### config.mk
export PLATFORM = sky130hd
export DESIGN_NAME = bresenham_line_walker_core
export DESIGN_NICKNAME = d
export VERILOG_FILES = /design/src/rtl/blw_pkg.sv /design/src/rtl/blw_front.sv /design/src/rtl/blw_queue.sv /design/src/rtl/blw_walker.sv /design/src/rtl/bresenham_line_walker_core.sv
export SDC_FILE = /design/constraint.sdc
export NUM_CORES = 1
export LEC_CHECK = 0
export ABC_AREA = 1
export BUFFER_PORTS_ARGS = -buffer_cell sky130_fd_sc_hd__buf_4
export CAP_MARGIN = 40
export CELL_PAD_IN_SITES_DETAIL_PLACEMENT = 1
export CELL_PAD_IN_SITES_GLOBAL_PLACEMENT = 2
export CORE_MARGIN = 5
export CORE_UTILIZATION = 40
export DETAILED_ROUTE_END_ITERATION = 16
export PLACE_DENSITY_LB_ADDON = 0.1
export RECOVER_POWER = 100
export SYNTH_ARGS = -nofsm -noshare
export SYNTH_HDL_FRONTEND = slang
export SYNTH_SLANG_ARGS = --single-unit
export TNS_END_PERCENT = 20
### constraint.sdc
create_clock -name clk_i -period 6.2 [get_ports clk_i]
set_input_delay 0.93 -clock clk_i [delete_from_list [all_inputs] [get_ports clk_i]]
set_output_delay 0.93 -clock clk_i [all_outputs]
set_load 0.005 [all_outputs]
### src/rtl/blw_pkg.sv
// ----------------------------------------------------------------------------
// blw_pkg
// Shared types and constants of the Bresenham line walker.
// ----------------------------------------------------------------------------
package blw_pkg;

  // Item command
  typedef enum logic [0:0] {
    FUNC_START   = 1'b0,
    FUNC_ADVANCE = 1'b1
  } func_e;

  // Configuration register index (byte address bit 2)
  typedef enum logic [0:0] {
    REG_SURF_WIDTH  = 1'b0,
    REG_SURF_HEIGHT = 1'b1
  } reg_idx_e;

  localparam int unsigned SURF_BITS    = 12;
  localparam int unsigned PADDR_BITS   = 3;
  localparam int unsigned PDATA_BITS   = 32;
  localparam int unsigned COLOR_BITS   = 32;
  localparam int unsigned QUEUE_DEPTH  = 4;

  localparam logic [SURF_BITS-1:0] SURF_WIDTH_RST  = 12'd640;
  localparam logic [SURF_BITS-1:0] SURF_HEIGHT_RST = 12'd480;

endpackage

### src/rtl/blw_front.sv
// ----------------------------------------------------------------------------
// blw_front
// Input stage: accepts items, takes endpoint deltas, and classifies each
// start into major axis, walk direction and start point.
// ----------------------------------------------------------------------------
module blw_front #(
  parameter int unsigned COORD_BITS = 12
) (
  input  logic                          clk_i,
  input  logic                          rst_ni,
  // input channel
  input  logic                          in_valid_i,
  output logic                          in_stall_o,
  input  blw_pkg::func_e                func_i,
  input  logic [COORD_BITS-1:0]         start_x_i,
  input  logic [COORD_BITS-1:0]         start_y_i,
  input  logic [COORD_BITS-1:0]         end_x_i,
  input  logic [COORD_BITS-1:0]         end_y_i,
  input  logic [blw_pkg::COLOR_BITS-1:0] color_i,
  // toward the queue
  output logic                          push_o,
  input  logic                          queue_full_i,
  output blw_pkg::func_e                func_o,
  output logic                          steep_o,
  output logic                          minor_neg_o,
  output logic [COORD_BITS-1:0]         sx_o,
  output logic [COORD_BITS-1:0]         sy_o,
  output logic [COORD_BITS-1:0]         major_end_o,
  output logic [COORD_BITS-1:0]         dmaj_o,
  output logic [COORD_BITS-1:0]         dmin_o,
  output logic [blw_pkg::COLOR_BITS-1:0] color_o
);
  import blw_pkg::*;

  localparam int unsigned DW = COORD_BITS + 1;

  logic                    valid_q, valid_d;
  func_e                   func_q;
  logic [COORD_BITS-1:0]   ax_q, ay_q, bx_q, by_q;
  logic [COLOR_BITS-1:0]   color_q;
  logic signed [DW-1:0]    dx_q, dy_q;
  logic                    accept;

  logic [DW-1:0]           adx_w, ady_w;
  logic [COORD_BITS-1:0]   adx, ady;
  logic                    steep, swap;

  assign in_stall_o = valid_q && queue_full_i;
  assign accept     = in_valid_i && !in_stall_o;
  assign push_o     = valid_q && !queue_full_i;

  always_comb begin
    valid_d = valid_q;
    if (accept) begin
      valid_d = 1'b1;
    end else if (push_o) begin
      valid_d = 1'b0;
    end
  end

  always_ff @(posedge clk_i or negedge rst_ni) begin
    if (!rst_ni) begin
      valid_q <= 1'b0;
    end else begin
      valid_q <= valid_d;
    end
  end

  // Payload: load on transfer, take the deltas here
  always_ff @(posedge clk_i) begin
    if (accept) begin
      func_q  <= func_i;
      ax_q    <= start_x_i;
      ay_q    <= start_y_i;
      bx_q    <= end_x_i;
      by_q    <= end_y_i;
      color_q <= color_i;
      dx_q    <= $signed({end_x_i[COORD_BITS-1], end_x_i})
               - $signed({start_x_i[COORD_BITS-1], start_x_i});
      dy_q    <= $signed({end_y_i[COORD_BITS-1], end_y_i})
               - $signed({start_y_i[COORD_BITS-1], start_y_i});
    end
  end

  // Classify: major axis, swap to walk toward increasing major coordinate
  always_comb begin
    adx_w = dx_q[DW-1] ? DW'(-dx_q) : DW'(dx_q);
    ady_w = dy_q[DW-1] ? DW'(-dy_q) : DW'(dy_q);
    adx   = adx_w[COORD_BITS-1:0];
    ady   = ady_w[COORD_BITS-1:0];
    steep = adx < ady;
    swap  = steep ? dy_q[DW-1] : dx_q[DW-1];
    if (steep) begin
      minor_neg_o = swap ? !dx_q[DW-1] : (dx_q <= 0);
      dmaj_o      = ady;
      dmin_o      = adx;
      major_end_o = swap ? ay_q : by_q;
    end else begin
      minor_neg_o = swap ? !dy_q[DW-1] : (dy_q <= 0);
      dmaj_o      = adx;
      dmin_o      = ady;
      major_end_o = swap ? ax_q : bx_q;
    end
    sx_o    = swap ? bx_q : ax_q;
    sy_o    = swap ? by_q : ay_q;
    steep_o = steep;
    func_o  = func_q;
    color_o = color_q;
  end

endmodule

### src/rtl/blw_queue.sv
// ----------------------------------------------------------------------------
// blw_queue
// Small register FIFO between the classifier and the walker.
// ----------------------------------------------------------------------------
module blw_queue #(
  parameter int unsigned WIDTH = 8,
  parameter int unsigned DEPTH = 4
) (
  input  logic             clk_i,
  input  logic             rst_ni,
  input  logic             push_i,
  input  logic [WIDTH-1:0] wdata_i,
  input  logic             pop_i,
  output logic [WIDTH-1:0] rdata_o,
  output logic             empty_o,
  output logic             full_o
);

  localparam int unsigned PW = (DEPTH > 1) ? $clog2(DEPTH) : 1;
  localparam int unsigned CW = $clog2(DEPTH + 1);

  logic [WIDTH-1:0] mem_q [DEPTH];
  logic [PW-1:0]    wr_ptr_q, wr_ptr_d, rd_ptr_q, rd_ptr_d;
  logic [CW-1:0]    count_q, count_d;
  logic             do_push, do_pop;

  assign empty_o = (count_q == '0);
  assign full_o  = (count_q == CW'(DEPTH));
  assign do_push = push_i && !full_o;
  assign do_pop  = pop_i && !empty_o;
  assign rdata_o = mem_q[rd_ptr_q];

  always_comb begin
    wr_ptr_d = wr_ptr_q;
    rd_ptr_d = rd_ptr_q;
    count_d  = count_q;
    if (do_push) begin
      wr_ptr_d = (wr_ptr_q == PW'(DEPTH - 1)) ? '0 : wr_ptr_q + 1'b1;
    end
    if (do_pop) begin
      rd_ptr_d = (rd_ptr_q == PW'(DEPTH - 1)) ? '0 : rd_ptr_q + 1'b1;
    end
    if (do_push && !do_pop) begin
      count_d = count_q + 1'b1;
    end else if (do_pop && !do_push) begin
      count_d = count_q - 1'b1;
    end
  end

  always_ff @(posedge clk_i or negedge rst_ni) begin
    if (!rst_ni) begin
      wr_ptr_q <= '0;
      rd_ptr_q <= '0;
      count_q  <= '0;
    end else begin
      wr_ptr_q <= wr_ptr_d;
      rd_ptr_q <= rd_ptr_d;
      count_q  <= count_d;
    end
  end

  always_ff @(posedge clk_i) begin
    if (do_push) begin
      mem_q[wr_ptr_q] <= wdata_i;
    end
  end

endmodule

### src/rtl/blw_walker.sv
// ----------------------------------------------------------------------------
// blw_walker
// Walk state and output register: sets up the error term on start and
// steps one major-axis unit per advance.
// ----------------------------------------------------------------------------
module blw_walker #(
  parameter int unsigned COORD_BITS = 12
) (
  input  logic                          clk_i,
  input  logic                          rst_ni,
  // from the queue
  input  logic                          q_valid_i,
  output logic                          q_pop_o,
  input  blw_pkg::func_e                func_i,
  input  logic                          steep_i,
  input  logic                          minor_neg_i,
  input  logic [COORD_BITS-1:0]         sx_i,
  input  logic [COORD_BITS-1:0]         sy_i,
  input  logic [COORD_BITS-1:0]         major_end_i,
  input  logic [COORD_BITS-1:0]         dmaj_i,
  input  logic [COORD_BITS-1:0]         dmin_i,
  input  logic [blw_pkg::COLOR_BITS-1:0] color_i,
  // surface size
  input  logic [blw_pkg::SURF_BITS-1:0] surf_width_i,
  input  logic [blw_pkg::SURF_BITS-1:0] surf_height_i,
  // output channel
  output logic                          out_valid_o,
  input  logic                          out_stall_i,
  output logic [COORD_BITS-1:0]         pix_x_o,
  output logic [COORD_BITS-1:0]         pix_y_o,
  output logic [blw_pkg::COLOR_BITS-1:0] pix_color_o,
  output logic                          on_surface_o,
  output logic                          last_pixel_o
);
  import blw_pkg::*;

  localparam int unsigned EW   = COORD_BITS + 4;
  localparam int unsigned CMPW = (COORD_BITS > SURF_BITS) ? COORD_BITS : SURF_BITS;

  // walk state
  logic                   busy_q, busy_d;
  logic [COORD_BITS-1:0]  cur_x_q, cur_x_d, cur_y_q, cur_y_d;
  logic [COORD_BITS-1:0]  major_end_q, major_end_d;
  logic signed [EW-1:0]   err_q, err_d, diag_incr_q, diag_incr_d;
  logic signed [EW-1:0]   straight_incr_q, straight_incr_d;
  logic                   minor_neg_q, minor_neg_d, steep_q, steep_d;
  logic [COLOR_BITS-1:0]  color_q, color_d;

  // output register
  logic                   out_valid_q;
  logic [COORD_BITS-1:0]  pix_x_q, pix_y_q;
  logic [COLOR_BITS-1:0]  pix_color_q;
  logic                   last_q;

  logic                   fire, emit, last;
  logic [COORD_BITS-1:0]  maj_next, min_next, min_cur, min_step;
  logic signed [EW-1:0]   dmin2, dmaj1, dmaj2;
  logic                   take_diag;

  assign fire    = q_valid_i && (!out_valid_q || !out_stall_i);
  assign q_pop_o = fire;

  always_comb begin
    busy_d          = busy_q;
    cur_x_d         = cur_x_q;
    cur_y_d         = cur_y_q;
    major_end_d     = major_end_q;
    err_d           = err_q;
    diag_incr_d     = diag_incr_q;
    straight_incr_d = straight_incr_q;
    minor_neg_d     = minor_neg_q;
    steep_d         = steep_q;
    color_d         = color_q;
    emit            = 1'b0;
    last            = 1'b0;

    dmin2     = $signed(EW'({dmin_i, 1'b0}));
    dmaj1     = $signed(EW'(dmaj_i));
    dmaj2     = $signed(EW'({dmaj_i, 1'b0}));
    take_diag = !err_q[EW-1];
    maj_next  = (steep_q ? cur_y_q : cur_x_q) + 1'b1;
    min_cur   = steep_q ? cur_x_q : cur_y_q;
    min_step  = minor_neg_q ? '1 : COORD_BITS'(1);
    min_next  = take_diag ? min_cur + min_step : min_cur;

    if (fire) begin
      case (func_i)
        FUNC_START: begin
          // set up the line and emit its first pixel
          cur_x_d         = sx_i;
          cur_y_d         = sy_i;
          major_end_d     = major_end_i;
          steep_d         = steep_i;
          minor_neg_d     = minor_neg_i;
          color_d         = color_i;
          err_d           = dmin2 - dmaj1;
          diag_incr_d     = dmin2 - dmaj2;
          straight_incr_d = dmin2;
          last            = (steep_i ? sy_i : sx_i) == major_end_i;
          busy_d          = !last;
          emit            = 1'b1;
        end
        FUNC_ADVANCE: begin
          // idle walker drops the advance
          if (busy_q) begin
            if (steep_q) begin
              cur_y_d = maj_next;
              cur_x_d = min_next;
            end else begin
              cur_x_d = maj_next;
              cur_y_d = min_next;
            end
            err_d  = err_q + (take_diag ? diag_incr_q : straight_incr_q);
            last   = $signed(maj_next) >= $signed(major_end_q);
            busy_d = !last;
            emit   = 1'b1;
          end
        end
        default: begin
          emit = 1'b0;
        end
      endcase
    end
  end

  always_ff @(posedge clk_i or negedge rst_ni) begin
    if (!rst_ni) begin
      busy_q      <= 1'b0;
      out_valid_q <= 1'b0;
    end else begin
      busy_q <= busy_d;
      if (fire && emit) begin
        out_valid_q <= 1'b1;
      end else if (!out_stall_i) begin
        out_valid_q <= 1'b0;
      end
    end
  end

  always_ff @(posedge clk_i) begin
    cur_x_q         <= cur_x_d;
    cur_y_q         <= cur_y_d;
    major_end_q     <= major_end_d;
    err_q           <= err_d;
    diag_incr_q     <= diag_incr_d;
    straight_incr_q <= straight_incr_d;
    minor_neg_q     <= minor_neg_d;
    steep_q         <= steep_d;
    color_q         <= color_d;
    if (fire && emit) begin
      pix_x_q     <= cur_x_d;
      pix_y_q     <= cur_y_d;
      pix_color_q <= color_d;
      last_q      <= last;
    end
  end

  assign out_valid_o  = out_valid_q;
  assign pix_x_o      = pix_x_q;
  assign pix_y_o      = pix_y_q;
  assign pix_color_o  = pix_color_q;
  assign last_pixel_o = last_q;
  // user changes surface size only while idle (not enforced), so compare at output
  assign on_surface_o = !pix_x_q[COORD_BITS-1] && !pix_y_q[COORD_BITS-1]
                     && (CMPW'(pix_x_q) < CMPW'(surf_width_i))
                     && (CMPW'(pix_y_q) < CMPW'(surf_height_i));

endmodule

### src/rtl/bresenham_line_walker_core.sv
// ----------------------------------------------------------------------------
// bresenham_line_walker_core
// Bresenham line rasterizer with surface visibility flag per pixel.
// ----------------------------------------------------------------------------
// Usage:
//   Input channel (in_valid_i / in_stall_o): each transfer carries one item.
//   func_i = start loads two signed endpoints and a color and yields the
//   first pixel; func_i = advance yields the next pixel of the running line.
//   An advance while no line is running yields nothing.
//   Output channel (out_valid_o / out_stall_i): one pixel per transfer, with
//   on_surface_o and last_pixel_o; after the last pixel the walker is idle.
//   Path: an accepted item is held in the classifier register, written
//   into the queue from there, and the walker output register is loaded
//   straight from the queue head.
//   Throughput: one item per cycle while nothing stalls; the walker does one
//   add-and-compare step per cycle, and the classifier one subtract per cycle.
//   Stall: the output register holds its pixel, the four-entry queue fills,
//   then the classifier holds and in_stall_o rises.
//   Reset: walker idle, queue empty, surface 640 x 480. Config: APB writes to
//   0x0 (width) and 0x4 (height), by the user only while idle (not enforced).
// ----------------------------------------------------------------------------
module bresenham_line_walker_core #(
  parameter int unsigned COORD_BITS = 12
) (
  input  logic                               clk_i,
  input  logic                               rst_ni,
  // input channel
  input  logic                               in_valid_i,
  output logic                               in_stall_o,
  input  logic                               func_i,
  input  logic [COORD_BITS-1:0]              start_x_i,
  input  logic [COORD_BITS-1:0]              start_y_i,
  input  logic [COORD_BITS-1:0]              end_x_i,
  input  logic [COORD_BITS-1:0]              end_y_i,
  input  logic [blw_pkg::COLOR_BITS-1:0]     color_i,
  // output channel
  output logic                               out_valid_o,
  input  logic                               out_stall_i,
  output logic [COORD_BITS-1:0]              pix_x_o,
  output logic [COORD_BITS-1:0]              pix_y_o,
  output logic [blw_pkg::COLOR_BITS-1:0]     pix_color_o,
  output logic                               on_surface_o,
  output logic                               last_pixel_o,
  // configuration port
  input  logic                               psel,
  input  logic                               penable,
  input  logic                               pwrite,
  input  logic [blw_pkg::PADDR_BITS-1:0]     paddr,
  input  logic [blw_pkg::PDATA_BITS-1:0]     pwdata,
  output logic [blw_pkg::PDATA_BITS-1:0]     prdata,
  output logic                               pready
);
  import blw_pkg::*;

  // queue entry: func, steep, minor_neg, sx, sy, major_end, dmaj, dmin, color
  localparam int unsigned QW = 3 + 5 * COORD_BITS + COLOR_BITS;

  logic [SURF_BITS-1:0]  surf_width_q, surf_height_q;
  logic                  cfg_wr;
  reg_idx_e              reg_idx;

  func_e                 f_func;
  logic                  f_push, f_steep, f_minor_neg;
  logic [COORD_BITS-1:0] f_sx, f_sy, f_major_end, f_dmaj, f_dmin;
  logic [COLOR_BITS-1:0] f_color;

  logic [QW-1:0]         q_wdata, q_rdata;
  logic                  q_empty, q_full, q_pop;

  logic                  w_func_bit, w_steep, w_minor_neg;
  logic [COORD_BITS-1:0] w_sx, w_sy, w_major_end, w_dmaj, w_dmin;
  logic [COLOR_BITS-1:0] w_color;

  // Configuration registers: write on the access phase, read any time
  assign pready  = 1'b1;
  assign reg_idx = reg_idx_e'(paddr[2]);
  assign cfg_wr  = psel && penable && pwrite && pready;

  always_ff @(posedge clk_i or negedge rst_ni) begin
    if (!rst_ni) begin
      surf_width_q  <= SURF_WIDTH_RST;
      surf_height_q <= SURF_HEIGHT_RST;
    end else if (cfg_wr) begin
      case (reg_idx)
        REG_SURF_WIDTH:  surf_width_q  <= pwdata[SURF_BITS-1:0];
        REG_SURF_HEIGHT: surf_height_q <= pwdata[SURF_BITS-1:0];
        default: begin
          surf_width_q <= surf_width_q;
        end
      endcase
    end
  end

  always_comb begin
    case (reg_idx)
      REG_SURF_WIDTH:  prdata = PDATA_BITS'(surf_width_q);
      REG_SURF_HEIGHT: prdata = PDATA_BITS'(surf_height_q);
      default:         prdata = '0;
    endcase
  end

  // Front: accept and classify
  blw_front #(
    .COORD_BITS(COORD_BITS)
  ) u_front (
    .clk_i        (clk_i),
    .rst_ni       (rst_ni),
    .in_valid_i   (in_valid_i),
    .in_stall_o   (in_stall_o),
    .func_i       (func_e'(func_i)),
    .start_x_i    (start_x_i),
    .start_y_i    (start_y_i),
    .end_x_i      (end_x_i),
    .end_y_i      (end_y_i),
    .color_i      (color_i),
    .push_o       (f_push),
    .queue_full_i (q_full),
    .func_o       (f_func),
    .steep_o      (f_steep),
    .minor_neg_o  (f_minor_neg),
    .sx_o         (f_sx),
    .sy_o         (f_sy),
    .major_end_o  (f_major_end),
    .dmaj_o       (f_dmaj),
    .dmin_o       (f_dmin),
    .color_o      (f_color)
  );

  // Queue: decouple classifier from walker
  assign q_wdata = {f_func, f_steep, f_minor_neg, f_sx, f_sy, f_major_end,
                    f_dmaj, f_dmin, f_color};

  blw_queue #(
    .WIDTH(QW),
    .DEPTH(QUEUE_DEPTH)
  ) u_queue (
    .clk_i   (clk_i),
    .rst_ni  (rst_ni),
    .push_i  (f_push),
    .wdata_i (q_wdata),
    .pop_i   (q_pop),
    .rdata_o (q_rdata),
    .empty_o (q_empty),
    .full_o  (q_full)
  );

  assign {w_func_bit, w_steep, w_minor_neg, w_sx, w_sy, w_major_end,
          w_dmaj, w_dmin, w_color} = q_rdata;

  // Back: walk and present pixels
  blw_walker #(
    .COORD_BITS(COORD_BITS)
  ) u_walker (
    .clk_i         (clk_i),
    .rst_ni        (rst_ni),
    .q_valid_i     (!q_empty),
    .q_pop_o       (q_pop),
    .func_i        (func_e'(w_func_bit)),
    .steep_i       (w_steep),
    .minor_neg_i   (w_minor_neg),
    .sx_i          (w_sx),
    .sy_i          (w_sy),
    .major_end_i   (w_major_end),
    .dmaj_i        (w_dmaj),
    .dmin_i        (w_dmin),
    .color_i       (w_color),
    .surf_width_i  (surf_width_q),
    .surf_height_i (surf_height_q),
    .out_valid_o   (out_valid_o),
    .out_stall_i   (out_stall_i),
    .pix_x_o       (pix_x_o),
    .pix_y_o       (pix_y_o),
    .pix_color_o   (pix_color_o),
    .on_surface_o  (on_surface_o),
    .last_pixel_o  (last_pixel_o)
  );

endmodule
Word-level counts from Yosys, hierarchy flattened
Memory sizes are Yosys's and may differ from the RTL's.
Index checks and enable logic that the tools add are counted.
W data, S select, Z words.

storage, ports and cells
  flip-flop bits (word level) = 312
  memory bits (writable) = 380
  bits of input ports = 123
  logic and storage cells = 141
  memories kept = 1

memory list
  name           depth  bits a word  read ports  clocked after memory_dff  write ports  line             source
  u_queue.mem_q  4      95           1           0                         1            blw_queue.sv:22  logic [WIDTH-1:0] mem_q [DEPTH];

cells by class
  $add $sub $neg = 13
  order comparisons = 6
  equal/unequal tests = 6
  muxes and demuxes = 49
  bitwise gates (word level) = 2
  reduce and logical (&&, ||, !) cells = 35

operator list
  kind                     count
  $mux W12                 20
  $mux W32                 2
  $pmux W32 S2             1
  $pmux W12 S2             2
  $lt A12 B12 Y1           3
  $mux W16                 2
  $pmux W16 S2             1
  $le A13 B1 Y1 const B    2
  $sub A12 B12 Y13         2
  $neg A12 Y12             2
  $add A16 B16 Y16         1
  $logic_and A1 B1 Y1      14
  $mux W1                  14
  $sub A13 B12 Y14         1
  $sub A13 B13 Y14         1
  $logic_not A1 Y1         13
  $add A12 B1 Y12 const B  1
  $add A12 B12 Y12         1
  $eq A12 B12 Y1           1
  $ge A12 B12 Y1           1
  $reduce_and A2 Y1        4
  $mux W3                  2
  $pmux W1 S2              3
  $add A2 B1 Y2 const B    2
  10 further kinds         15

Longest topological paths before layout
Gate-level depths: netlist of run 1.

  depth after elaboration = 8
  depth in mapped cells = 21

Modules after synthesis
A second synthesis of run 1 with hierarchy kept.

second synthesis, totals
  cells, all modules = 3377
  area, all modules = 34144.0 um^2

by module, submodules not included
  module                      times used  cells each  area each (um^2)  seq. area each (um^2)
  blw_queue                   1           1170        15833.9           11586.1
  blw_walker                  1           1297        10378.7           4504.3
  blw_front                   1           739         6616.3            3238.1
  bresenham_line_walker_core  1           171         1315.0            608.1

Worst setup path after synthesis of run 1
No wires, ideal clock.

  path type = reg-to-reg
  start point = register u_queue.count_q[0]
  end point = memory u_queue.mem_q[0][0] (netlist name) (enable)
  library setup time = 0.549 ns
  arrival time = 4.644 ns
  data required time = 5.651 ns
  path slack = 1.006 ns
  cell stages (with the launch flop) = 5
  path buffers = 0
  period minus slack after synthesis = 5.194 ns
  cell sequence = dfrtp_1 -> nor2_1 -> nand2_1 -> nand2_1 -> nor2_1

on the way
  word-level cells in the longest chain between the ends = 6

RTL lines
  item                             line                              source
  from (decl)                      blw_queue.sv:24                   logic [CW-1:0] count_q, count_d;
  from (signal assigned)           blw_queue.sv:58                   count_q <= count_d;
  $eq A3 B3 Y1 *                   blw_queue.sv:28                   assign full_o = (count_q == CW'(DEPTH));
  $logic_not A1 Y1 *               blw_front.sv:50, blw_queue.sv:29
  $logic_and A1 B1 Y1              blw_front.sv:50                   assign push_o = valid_q && !queue_full_i;
  $logic_and A1 B1 Y1 *            blw_queue.sv:29                   assign do_push = push_i && !full_o;
  $mux W1 *                        blw_queue.sv:63                   if (do_push) begin
  $mux W1 (not written as such) *  blw_queue.sv:64                   mem_q[wr_ptr_q] <= wdata_i;
  to (decl)                        blw_queue.sv:22

Every way passes the cells marked *; elsewhere a longest branch is shown, timed or not.

Worst setup path after layout of run 1
  start point = register u_queue.rd_ptr_q[1]
  end point = register u_walker.err_q[10], data pin

on the way
  word-level cells in the longest chain between the ends = 3
  elaborated cells on any way between the ends = 4

RTL lines
  item                                            line                                source
  from (decl)                                     blw_queue.sv:23                     logic [PW-1:0] wr_ptr_q, wr_ptr_d, rd_ptr_q, rd_ptr_d;
  from (signal assigned)                          blw_queue.sv:57                     rd_ptr_q <= rd_ptr_d;
  $mem_v2 Z4 W95 *                                -
  $sub A13 B12 Y14 or $not A1 Y1 (tied branches)  blw_walker.sv:96, blw_walker.sv:87
  $pmux W16 S2 *                                  blw_walker.sv:87                    case (func_i)
  to (signal assigned)                            blw_walker.sv:144                   err_q <= err_d;
  to (decl)                                       blw_walker.sv:44                    logic signed [EW-1:0] err_q, err_d, diag_incr_q, diag_incr_d;

Marked as above.
A chain may end at the register's enable or synchronous reset.

==> summary.txt, run 1 <==
Top Family by Delay on Critical Path: compound AO/OA/AOI/OAI gates
# hold bufs at CTS: 0
Buf/Inv on CP: 2
met3 Use GR: 2.40%
Slew headroom: -111%
Worst Tran Pin Value: 3.16 ns
Lkg Pwr: 0.0147 uW
Layout fillers: 8,891
initial antenna violation count: 1
switching pwr: 10,000 uW
die area: 86,200 sq um
post-route ant nets: 0
cts bufs inserted: 77
Final Hold Vio Count: 0
Async S/R FF share, synth: 4.94%
Critical Path, Cell by Cell: clkinv_2, clkbuf_1, a32o_1, ha_1, nand2_1, o21ai_0, a21oi_1, o21ai_0, a21oi_1, or2_0, nand2_1, a21oi_1
arrival time at the worst endpoint: 5.69 ns
Placed Cells: 4,232
failing checks: max-capacitance violations, max-slew violations
GRT busiest layer: met2
Ys Warns: 0
clock skew: 0.0494 ns
GRT Total Usage: 19.8%
CP Capture Type: flop
I/O Buffers: 172
final wirelength: 87,000 um
average cell area after synthesis: 10.4 sq um
Final #Nets: 3,506
synth top area cells: edfxtp_1, nand2_1, ha_1
first-pass GRT wire length: 133,000 um
clock period minus worst slack: 5.32 ns
total negative slack: 0 ns
pwr dens: 645 nW/um^2
number of global-route vias before repair: 23,400
clock slew at reported path FFs: 0.06 ns
Hold Path Class: reg2reg
Worst setup SP type: flop
DR iter-0 viols: 1,163
post-synth top area share: 55.8%
critical path data required time: 6.57 ns
Main synth FF type: edfxtp_1
Unique masters post-synth: 56
met1 Resource Use GR: 26.9%
P&R area growth vs syn: 14.4%
CTS tree: built
combinational share of power: 45.2%
outcome: complete, but fails checks
via count: 22,600
P_int: 13,700 uW
Tcrit/Tclk final: 85.8%
I/O Pins: 216
Longest Clk Path Bufs: 3
number of synthesized flops with an enable pin: 598
max incr delay on CP: 0.91 ns
core area: 80,200 sq um
grt total ovfl: 0
post-synthesis sequential area ratio: 62.0%
reg-to-reg startpoint: u_queue.rd_ptr_q[1]$_DFFE_PN0P_
Synth area leader: edfxtp_1
drt pass-1 iters: 4
DRC viols: 0
GP Congestion: 0.818
Die Wd: 294 um
Die Y: 294 um
fmax: 188 MHz
cell area after layout: 36,800 sq um
Synth Register Bits: 688
Setup Crit Path Kind: reg2reg
RSZ-0062 raised after global routing: false
largest net degree at the start of global routing: 96
clk_lat worst skew: 0.64 ns
synth cell count leaders: nand2_1, edfxtp_1, o21ai_0
top-count cell post-synth: nand2_1
Sink Count: 688
crit path launch: u_queue.rd_ptr_q[1]$_DFFE_PN0P_
worst-case vdd ir drop: 263 uV
area of the mapped netlist: 32,200 sq um
DP Area: 34,600 sq um
row cnt: 104
grt met2 use: 33.7%
Synth Instances: 3,088
share of power burned in registers: 35.0%
Max-Cap Viols: 14
Power Total: 23,700 uW
H-tree depth: 3
Starting Density: 40.1%
post-cts resize count: 0
crit-path max FO: 47
worst hold start: u_front.color_o[21]$_DFFE_PP_
Ant. Diodes: 0
vias per cell: 5.18
# Post-CTS Setup Buffers: 0
Layout Cells excl Fill: 4,371
Setup-failing EPs final: 0
final HPWL from detailed placement: 61,000 um
switching share of power: 42.2%
crit-path most repeated cell: a21oi_1
Final Max Slew Viols: 478
Clk network pwr share: 19.8%
slowest library cell on the worst path: clkbuf_1
CTS root buffer: clkbuf_16
ratio of cells with drive above 1 in the final layout: 8.49%
DR WL/cell: 19.9 um
==> through the flow <==
step	hold slack, ns	worst slack (ns)	util, %
after detailed placement	0.477	1.24	43.1
final	0.477	0.881	45.9
after global placement	0.465	1.37	43.0
after floorplan	0.452	1.01	-
after CTS	0.256	1.21	46.4
after global routing	0.447	0.549	45.9
==> worst paths after layout <==
kind                       cells past startpoint  slack (ns)                               to
max                                           12        0.88     u_walker.err_q[10]$_DFFE_PP_
min reg2reg                                    0        0.48   u_queue.mem_q[1][21]$_DFFE_PP_
min in group asynchronous                      1        0.91      surf_width_q[6]$_DFFE_PN0P_
min                                            0        0.48   u_queue.mem_q[1][21]$_DFFE_PP_
max in group asynchronous                      1        3.76  u_queue.rd_ptr_q[1]$_DFFE_PN0P_
max reg2reg                                   12        0.88     u_walker.err_q[10]$_DFFE_PP_
==> layout by cell type, fill, tap and decap left out, types with 10 or more instances in the layout <==
| cell type | n |
|---|---|
| clkbuf_4 | 84 |
| xor2_1 | 43 |
| a32o_1 | 10 |
| o21ai_0 | 299 |
| o21ai_2 | 10 |
| nand2_1 | 664 |
| bufinv_16 | 10 |
| ha_1 | 125 |
| inv_1 | 289 |
| o211ai_1 | 15 |
| clkbuf_1 | 96 |
| buf_4 | 39 |
| a31oi_1 | 43 |
| nor3_1 | 11 |
| dfrtp_1 | 26 |
| o221ai_1 | 10 |
| edfxtp_1 | 598 |
| clkinv_2 | 12 |
| nor2_1 | 279 |
| nand4_1 | 18 |
| dfxtp_1 | 56 |
| conb_1 | 21 |
| xnor2_1 | 28 |
| o22ai_1 | 11 |
| nand3_1 | 147 |
| a21oi_1 | 162 |
| clkbuf_16 | 77 |
==> flip-flops by register name, indices dropped and copies added, names as in the netlist, 3 cells and up <==
name	flops
surf_height_q	12
u_walker.color_q	32
u_walker.cur_x_q	12
u_front.dy_q	13
u_front.ax_q	12
u_front.dx_q	13
u_walker.pix_color_o	32
u_walker.diag_incr_q	13
u_queue.count_q	3
u_front.bx_q	12
u_walker.pix_y_o	12
u_front.by_q	12
u_walker.straight_incr_q	12
u_queue.mem_q	380
surf_width_q	12
u_front.color_o	32
u_walker.major_end_q	12
u_front.ay_q	12
u_walker.cur_y_q	12
u_walker.err_q	15
u_walker.pix_x_o	12
==> cells by family after synthesis <==
group	synth area share, %
AO/OA/AOI/OAI	10.7
XOR/XNOR	1.93
adder cells (fa/ha/maj)	5.30
buffers and inverters	5.65
flip-flops	62.0
multiplexers	0.0661
other	0.0233
AND/OR/NAND/NOR	14.4
==> worst register-to-register path, delay by kind of cell (launching register included) <==
kind / cells / cell delay, ns
buffers and inverters: 2 / 1.76
AO/OA/AOI/OAI: 6 / 1.75
flip-flops: 1 / 0.89
adder cells (fa/ha/maj): 1 / 0.37
AND/OR/NAND/NOR: 3 / 0.34
==> routing by layer <==
| metal | wire length (um) | share of wire, % |
|---|---|---|
| met5 | 0 | 0 |
| met2 | 42100 | 48 |
| met1 | 39700 | 46 |
| met3 | 3150 | 3.6 |
| met4 | 2060 | 2.4 |
==> power groups by stage <==
stage / Combinational, uW / Sequential, uW / Clock, uW
global placement: 10600 / 8280 / 0
CTS: 11100 / 8270 / 4840
floorplan: 7460 / 8100 / 0
global route: 12200 / 8450 / 5040
finish: 10700 / 8300 / 4710
detailed placement: 11000 / 8350 / 0
==> cell type report <==
type / instances / area, sq um / share of cell area, %
Clock inverter: 40 / 593 / 1.61
Timing Repair Buffer: 207 / 1270 / 3.47
Inverter: 296 / 1120 / 3.04
Multi-Input combinational cell: 1981 / 10500 / 28.5
Clock buffer: 99 / 2060 / 5.60
Sequential cell: 688 / 19900 / 54.2
Tap cell: 1060 / 1330 / 3.61
Power figures use the tool's default switching activity.
==> run 2, diff against run 1 <==
==> constraint.sdc (replaced) <==
create_clock -name clk_i -period 6.2 [get_ports clk_i]
set_input_delay 1.24 -clock clk_i [delete_from_list [all_inputs] [get_ports clk_i]]
set_output_delay 1.24 -clock clk_i [all_outputs]
set_load 0.005 [all_outputs]
==> run 2 against run 1 <==
Net effect:
- the run still ends with max-capacitance violations, max-slew violations left
- flip-flop and latch count unchanged
- clock power rose by 2%
- core utilization increased by 0.058 points
- critical path depth is 1 higher
- total power up 0.56%
- worst setup slack worse by 0.039 ns
- design area up 0.13%
- critical path type unchanged
- routed wire length rose by 0.33%
- first-iteration DRC count increased by 2.4%
- via count up 0.26%
- clock skew shrank 0.0050 ns
- maximum frequency decreased by 0.73%
==> summary.txt, run 2 (synthesized netlist as in run 1, its figures left out) <==
outcome: complete, but fails checks
failing checks: max-capacitance violations, max-slew violations
Starting Density: 40.1% (unchanged)
# Post-CTS Setup Buffers: 0 (unchanged)
DRT met1 WL: 39,800 um (about the same)
met2 wire len: 42,000 um (-0.25%)
final HPWL from detailed placement: 61,200 um (+0.34%)
GRT Total Usage: 19.9% (+0.11 points)
Reg with most FFs: u_queue.mem_q
I/O Buffers: 172 (unchanged)
Max-Cap Viols: 15 (+1)
P_int: 13,800 uW (+0.59%)
CTS tree: built
grt total ovfl: 0 (unchanged)
commonest non-fill, non-tap cell in the layout: nand2_1
Worst setup SP type: flop
switching share of power: 42.2% (about the same)
max layer used: met4
setup slack after layout: 0.841 ns (-0.0393 ns)
Setup-failing EPs final: 0 (unchanged)
drt pass-1 iters: 5 (+1)
combinational share of power: 45.2% (about the same)
vias per cell: 5.18 (+0.17%)
CP Capture Type: flop
DP Area: 34,600 sq um (about the same)
max incr delay on CP: 1.60 ns (+0.69 ns)
WL met3: 3170 um (+0.48%)
Die Y: 294 um (unchanged)
Lkg Pwr: 0.0147 uW (+0.22%)
Tcrit/Tclk final: 86.4% (+0.63 points)
Critical Path, Cell by Cell: buf_4, a21oi_1, a32oi_1, inv_1, fa_1, inv_1, nand3_1, and2_0, inv_1, a21oi_1, o21ai_0, a21o_1, a21oi_1
post-route ant nets: 0 (unchanged)
Worst Tran Pin Value: 3.23 ns (+0.0698 ns)
GP Congestion: 0.793 (-3.0%)
largest net degree at the start of global routing: 83 (-14%)
arrival time at the worst endpoint: 5.72 ns (+0.03 ns)
Slew headroom: -115% (-4.7 points)
share of power burned in registers: 34.7% (-0.3 points)
flop2flop setup slack: 0.84 ns (-0.04 ns)
Ant. Diodes: 0 (unchanged)
DR WL/cell: 20.0 um (+0.24%)
Clk network pwr share: 20.1% (+0.3 points)
clock period minus worst slack: 5.36 ns (+0.0393 ns)
Final Max Slew Viols: 545 (+14%)
pwr dens: 648 nW/um^2 (+0.43%)
Sink Count: 688 (unchanged)
ratio of cells with drive above 1 in the final layout: 8.51% (+0.020 points)
fmax: 187 MHz (-0.73%)
final wirelength: 87,300 um (+0.33%)
via count: 22,700 (+0.26%)
first-pass GRT wire length: 134,000 um (+0.66%)
I/O Pins: 216 (unchanged)
row cnt: 104 (unchanged)
clock skew: 0.0444 ns (-0.00498 ns)
slowest library cell on the worst path: dfrtp_1
post-cts resize count: 0 (unchanged)
most frequent cells in the layout: nand2_1, edfxtp_1, o21ai_0, inv_1, nor2_1
worst-case vdd ir drop: 263 uV (+0.18%)
clk_lat worst skew: 0.63 ns (about the same)
die area: 86,200 sq um (unchanged)
CTS root buffer: clkbuf_16
Longest Clk Path Bufs: 3 (unchanged)
DRC viols: 0 (unchanged)
switching pwr: 10,100 uW (+0.52%)
Setup Slack @ Placement: 1.50 ns (+0.267 ns)
cell area after layout: 36,800 sq um (+0.13%)
core area: 80,200 sq um (unchanged)
P&R area growth vs syn: 14.5%
Final #Nets: 3,508 (+0.057%)
crit-path max FO: 76 (+62%)
critical path data required time: 6.56 ns (about the same)
H-tree depth: 3 (unchanged)
# hold bufs at CTS: 0 (unchanged)
number of global-route vias before repair: 23,800 (+1.5%)
Die Wd: 294 um (unchanged)
total negative slack: 0 ns (unchanged)
max reg flops: 380 (unchanged)
Setup Crit Path Kind: reg2reg
Final Hold Vio Count: 0 (unchanged)
initial antenna violation count: 2 (+1)
clock slew at reported path FFs: 0.06 ns (about the same)
DR iter-0 viols: 1,191 (+2.4%)
RSZ-0062 raised after global routing: false
cts bufs inserted: 78 (+1.3%)
Hold Path Class: reg2reg
## run 2: path summary, 6_finish.rpt
path | startpoint | endpoint | cells after the start
max | u_queue.rd_ptr_q[0]$_DFFE_PN0P_ | u_walker.diag_incr_q[14]$_DFFE_PP_ | 13
min | surf_width_q[3]$_DFFE_PN0P_ | surf_width_q[3]$_DFFE_PN0P_ | 2
max reg2reg | u_queue.rd_ptr_q[0]$_DFFE_PN0P_ | u_walker.diag_incr_q[14]$_DFFE_PP_ | 13
min reg2reg | surf_width_q[3]$_DFFE_PN0P_ | surf_width_q[3]$_DFFE_PN0P_ | 2
max in group asynchronous | rst_ni | u_queue.rd_ptr_q[1]$_DFFE_PN0P_ | 1
min in group asynchronous | rst_ni | surf_width_q[6]$_DFFE_PN0P_ | 1
## run 2: critical path: cells and delay by family (launching register included)
family | cells | cell delay [ns]
fa+ha+maj | 1 | 0.50
simple gates | 2 | 0.25
compound gates | 6 | 1.55
buf+inv | 4 | 1.20
flops | 1 | 1.60
## run 2: per-layer routing
| metal | vias to the layer above | global-route usage [%] |
|---|---|---|
| met5 | - | 0 |
| met4 | 0 | 6.30 |
| met3 | 120 | 2.55 |
| met2 | 381 | 33.6 |
| met1 | 11200 | 26.8 |
| li1 | 11000 | - |
## run 2: area by class of cell
| type | instances | area [sq um] |
|---|---|---|
| clock inverters | 49 | 643 |
| repair buffers | 208 | 1290 |
| flip-flops and latches | 688 | 19900 |
| fillers | 8826 | 43300 |
| multi-input cells | 1981 | 10500 |
| clock buffers | 93 | 2040 |
| inverters | 296 | 1120 |
| well taps | 1060 | 1330 |
## run 2: stage by stage
| step | hold slack (ns) | cells | utilization, % | total power [uW] |
|---|---|---|---|---|
| 2_1_floorplan | 0.452 | 3107 | - | 15600 |
| 3_3_place_gp | 0.465 | 4227 | 43.0 | 18800 |
| 3_5_place_dp | 0.478 | 4233 | 43.1 | 19400 |
| 4_1_cts | 0.487 | 4375 | 46.5 | 24300 |
| 5_1_grt | 0.505 | 4375 | 46.0 | 25800 |
| 6_report | 0.485 | 4375 | 46.0 | 23900 |
## run 2: power by group through the flow
stage / logic, uW / registers (uW) / clock network, uW
2_1_floorplan: 7460 / 8100 / 0
3_3_place_gp: 10500 / 8270 / 0
3_5_place_dp: 11000 / 8350 / 0
4_1_cts: 11100 / 8270 / 4920
5_1_grt: 12200 / 8440 / 5130
6_report: 10800 / 8290 / 4800
==> run 3, diff against run 2 <==
--- a/config.mk
+++ b/config.mk
@@ -6,15 +6,16 @@
 export NUM_CORES = 1
 export LEC_CHECK = 0
 export ABC_AREA = 1
-export BUFFER_PORTS_ARGS = -buffer_cell sky130_fd_sc_hd__buf_4
+export BUFFER_PORTS_ARGS = -buffer_cell sky130_fd_sc_hd__buf_2
 export CAP_MARGIN = 40
 export CELL_PAD_IN_SITES_DETAIL_PLACEMENT = 1
 export CELL_PAD_IN_SITES_GLOBAL_PLACEMENT = 2
-export CORE_MARGIN = 5
+export CORE_MARGIN = 2
 export CORE_UTILIZATION = 40
 export DETAILED_ROUTE_END_ITERATION = 16
 export PLACE_DENSITY_LB_ADDON = 0.1
 export RECOVER_POWER = 100
+export SETUP_SLACK_MARGIN = 0.5
 export SYNTH_ARGS = -nofsm -noshare
 export SYNTH_HDL_FRONTEND = slang
 export SYNTH_SLANG_ARGS = --single-unit
==> run 3 against run 2 <==
Net effect:
- the flow still finishes with violations (max-capacitance violations, max-slew violations)
- worst setup slack improved by 0.39 ns
- clock skew increased by 0.0065 ns
- non-clock buffer count grew 3
- critical path depth fell by 3
- sequential power shrank 1%
- register-to-register slack improved by 0.39 ns
- worst hold slack improved by 0.00072 ns
- core utilization is 0.072 points lower
- combinational power hardly changed
- critical endpoint is now u_queue.mem_q[1][78]$_DFFE_PP_
==> summary.txt, run 3 (synthesized netlist as in run 1, its figures left out) <==
clk_lat worst skew: 0.63 ns (about the same)
clock period minus worst slack: 4.97 ns (-0.387 ns)
Sink Count: 688 (unchanged)
critical path data required time: 6.36 ns (-0.20 ns)
setup slack after layout: 1.23 ns (+0.387 ns)
CTS tree: built
final wirelength: 86,400 um (-1.0%)
H-tree depth: 3 (unchanged)
post-route ant nets: 0 (unchanged)
outcome: complete, but fails checks
Slew headroom: -135% (-19 points)
crit-path max FO: 18 (-76%)
P&R area growth vs syn: 13.1%
via count: 22,700 (-0.13%)
RSZ-0062 raised after global routing: false
CTS root buffer: clkbuf_16
Hold Path Class: reg2reg
Setup Slack @ Placement: 1.78 ns (+0.272 ns)
final HPWL from detailed placement: 59,700 um (-2.5%)
worst-case vdd ir drop: 271 uV (+3.1%)
ratio of cells with drive above 1 in the final layout: 7.24% (-1.3 points)
most frequent cells in the layout: nand2_1, edfxtp_1, o21ai_0, inv_1, nor2_1
clock slew at reported path FFs: 0.06 ns (about the same)
commonest non-fill, non-tap cell in the layout: nand2_1
I/O Pins: 216 (unchanged)
Final #Nets: 3,510 (+0.057%)
row cnt: 103 (-0.96%)
cts bufs inserted: 77 (-1.3%)
number of global-route vias before repair: 23,700 (-0.46%)
first-pass GRT wire length: 134,000 um (-0.30%)
CP Capture Type: flop
cell area after layout: 36,400 sq um (-1.3%)
Tcrit/Tclk final: 80.2% (-6.2 points)
post-cts resize count: 0 (unchanged)
DP Area: 34,100 sq um (-1.2%)
Worst Tran Pin Value: 3.52 ns (+0.291 ns)
max reg flops: 380 (unchanged)
initial antenna violation count: 1 (-1)
GP Congestion: 0.879 (+11%)
clock skew: 0.0510 ns (+0.00654 ns)
die area: 82,700 sq um (-4.0%)
DR iter-0 viols: 1,169 (-1.8%)
Longest Clk Path Bufs: 3 (unchanged)
drt pass-1 iters: 5 (unchanged)
I/O Buffers: 172 (unchanged)
GRT Total Usage: 20.9% (+1.0 points)
failing checks: max-capacitance violations, max-slew violations
Setup Crit Path Kind: reg2reg
# hold bufs at CTS: 0 (unchanged)
Die Wd: 288 um (-2.0%)
Die Y: 288 um (-2.0%)
arrival time at the worst endpoint: 5.13 ns (-0.59 ns)
pwr dens: 645 nW/um^2 (-0.47%)
Max-Cap Viols: 14 (-1)
DRC viols: 0 (unchanged)
fmax: 201 MHz (+7.8%)
Final Max Slew Viols: 570 (+4.6%)
Ant. Diodes: 0 (unchanged)
flop2flop setup slack: 1.23 ns (+0.39 ns)
Setup-failing EPs final: 0 (unchanged)
largest net degree at the start of global routing: 96 (+16%)
Worst setup SP type: flop
final core utilization: 45.9% (-0.072 points)
total negative slack: 0 ns (unchanged)
Lkg Pwr: 0.0144 uW (-1.9%)
Final Hold Vio Count: 0 (unchanged)
Starting Density: 40.6% (+0.46 points)
DR WL/cell: 19.8 um (-0.87%)
Reg with most FFs: u_queue.mem_q
# Post-CTS Setup Buffers: 0 (unchanged)
vias per cell: 5.19 (about the same)
grt total ovfl: 0 (unchanged)
core area: 79,300 sq um (-1.1%)
==> run 3: routing by layer <==
metal  up-vias  part of all wire (%)  track usage, %
met5         -                     0               0
met2       396                    47            34.4
met4         0                   2.9            7.15
met3       117                   3.7            2.55
li1      11000                     -               -
met1     11200                    46            28.6
==> run 3: critical path: stages (launching register included) <==
cell and delay, ns:
edfxtp_1 0.88, inv_1 0.36, o21ai_0 0.58, ha_1 0.34
a21boi_0 0.12, o211ai_1 0.16, nand2_1 0.08, nand3_1 0.07
nand2_1 0.08, o21ai_0 1.19, o21ai_0 0.63
==> run 3: final cells by class <==
| cell class | instances | area (sq um) |
|---|---|---|
| inverters | 296 | 1120 |
| clock inverters | 38 | 427 |
| fillers | 8752 | 42900 |
| flip-flops and latches | 688 | 19900 |
| repair buffers | 211 | 991 |
| clock buffers | 103 | 2090 |
| well taps | 1050 | 1310 |
| multi-input cells | 1981 | 10500 |
==> run 3: power by group <==
group	internal [uW]	switching, uW	leakage, uW
registers	7610	579	0.00647
clock network	2610	1890	0.00122
logic	3250	7520	0.00676
total	13500	9990	0.0144
==> run 3: per-stage QoR <==
| stage | hold WS [ns] | cells | power [uW] |
|---|---|---|---|
| 2_1_floorplan | 0.452 | 3107 | 15600 |
| 3_3_place_gp | 0.464 | 4222 | 18700 |
| 3_5_place_dp | 0.481 | 4226 | 19200 |
| 4_1_cts | 0.488 | 4367 | 23800 |
| 5_1_grt | 0.510 | 4367 | 25400 |
| 6_report | 0.486 | 4367 | 23500 |
==> run 3: path summary, 6_finish.rpt <==
| check | from | to | cells past startpoint |
|---|---|---|---|
| min reg2reg | u_walker.color_q[11]$_DFF_P_ | u_walker.color_q[11]$_DFF_P_ | 2 |
| max | u_front.dy_q[12]$_DFFE_PP_ | u_queue.mem_q[1][78]$_DFFE_PP_ | 10 |
| max in group asynchronous | rst_ni | u_queue.rd_ptr_q[1]$_DFFE_PN0P_ | 2 |
| min | u_walker.color_q[11]$_DFF_P_ | u_walker.color_q[11]$_DFF_P_ | 2 |
| min in group asynchronous | rst_ni | surf_height_q[0]$_DFFE_PN0P_ | 1 |
| max reg2reg | u_front.dy_q[12]$_DFFE_PP_ | u_queue.mem_q[1][78]$_DFFE_PP_ | 10 |
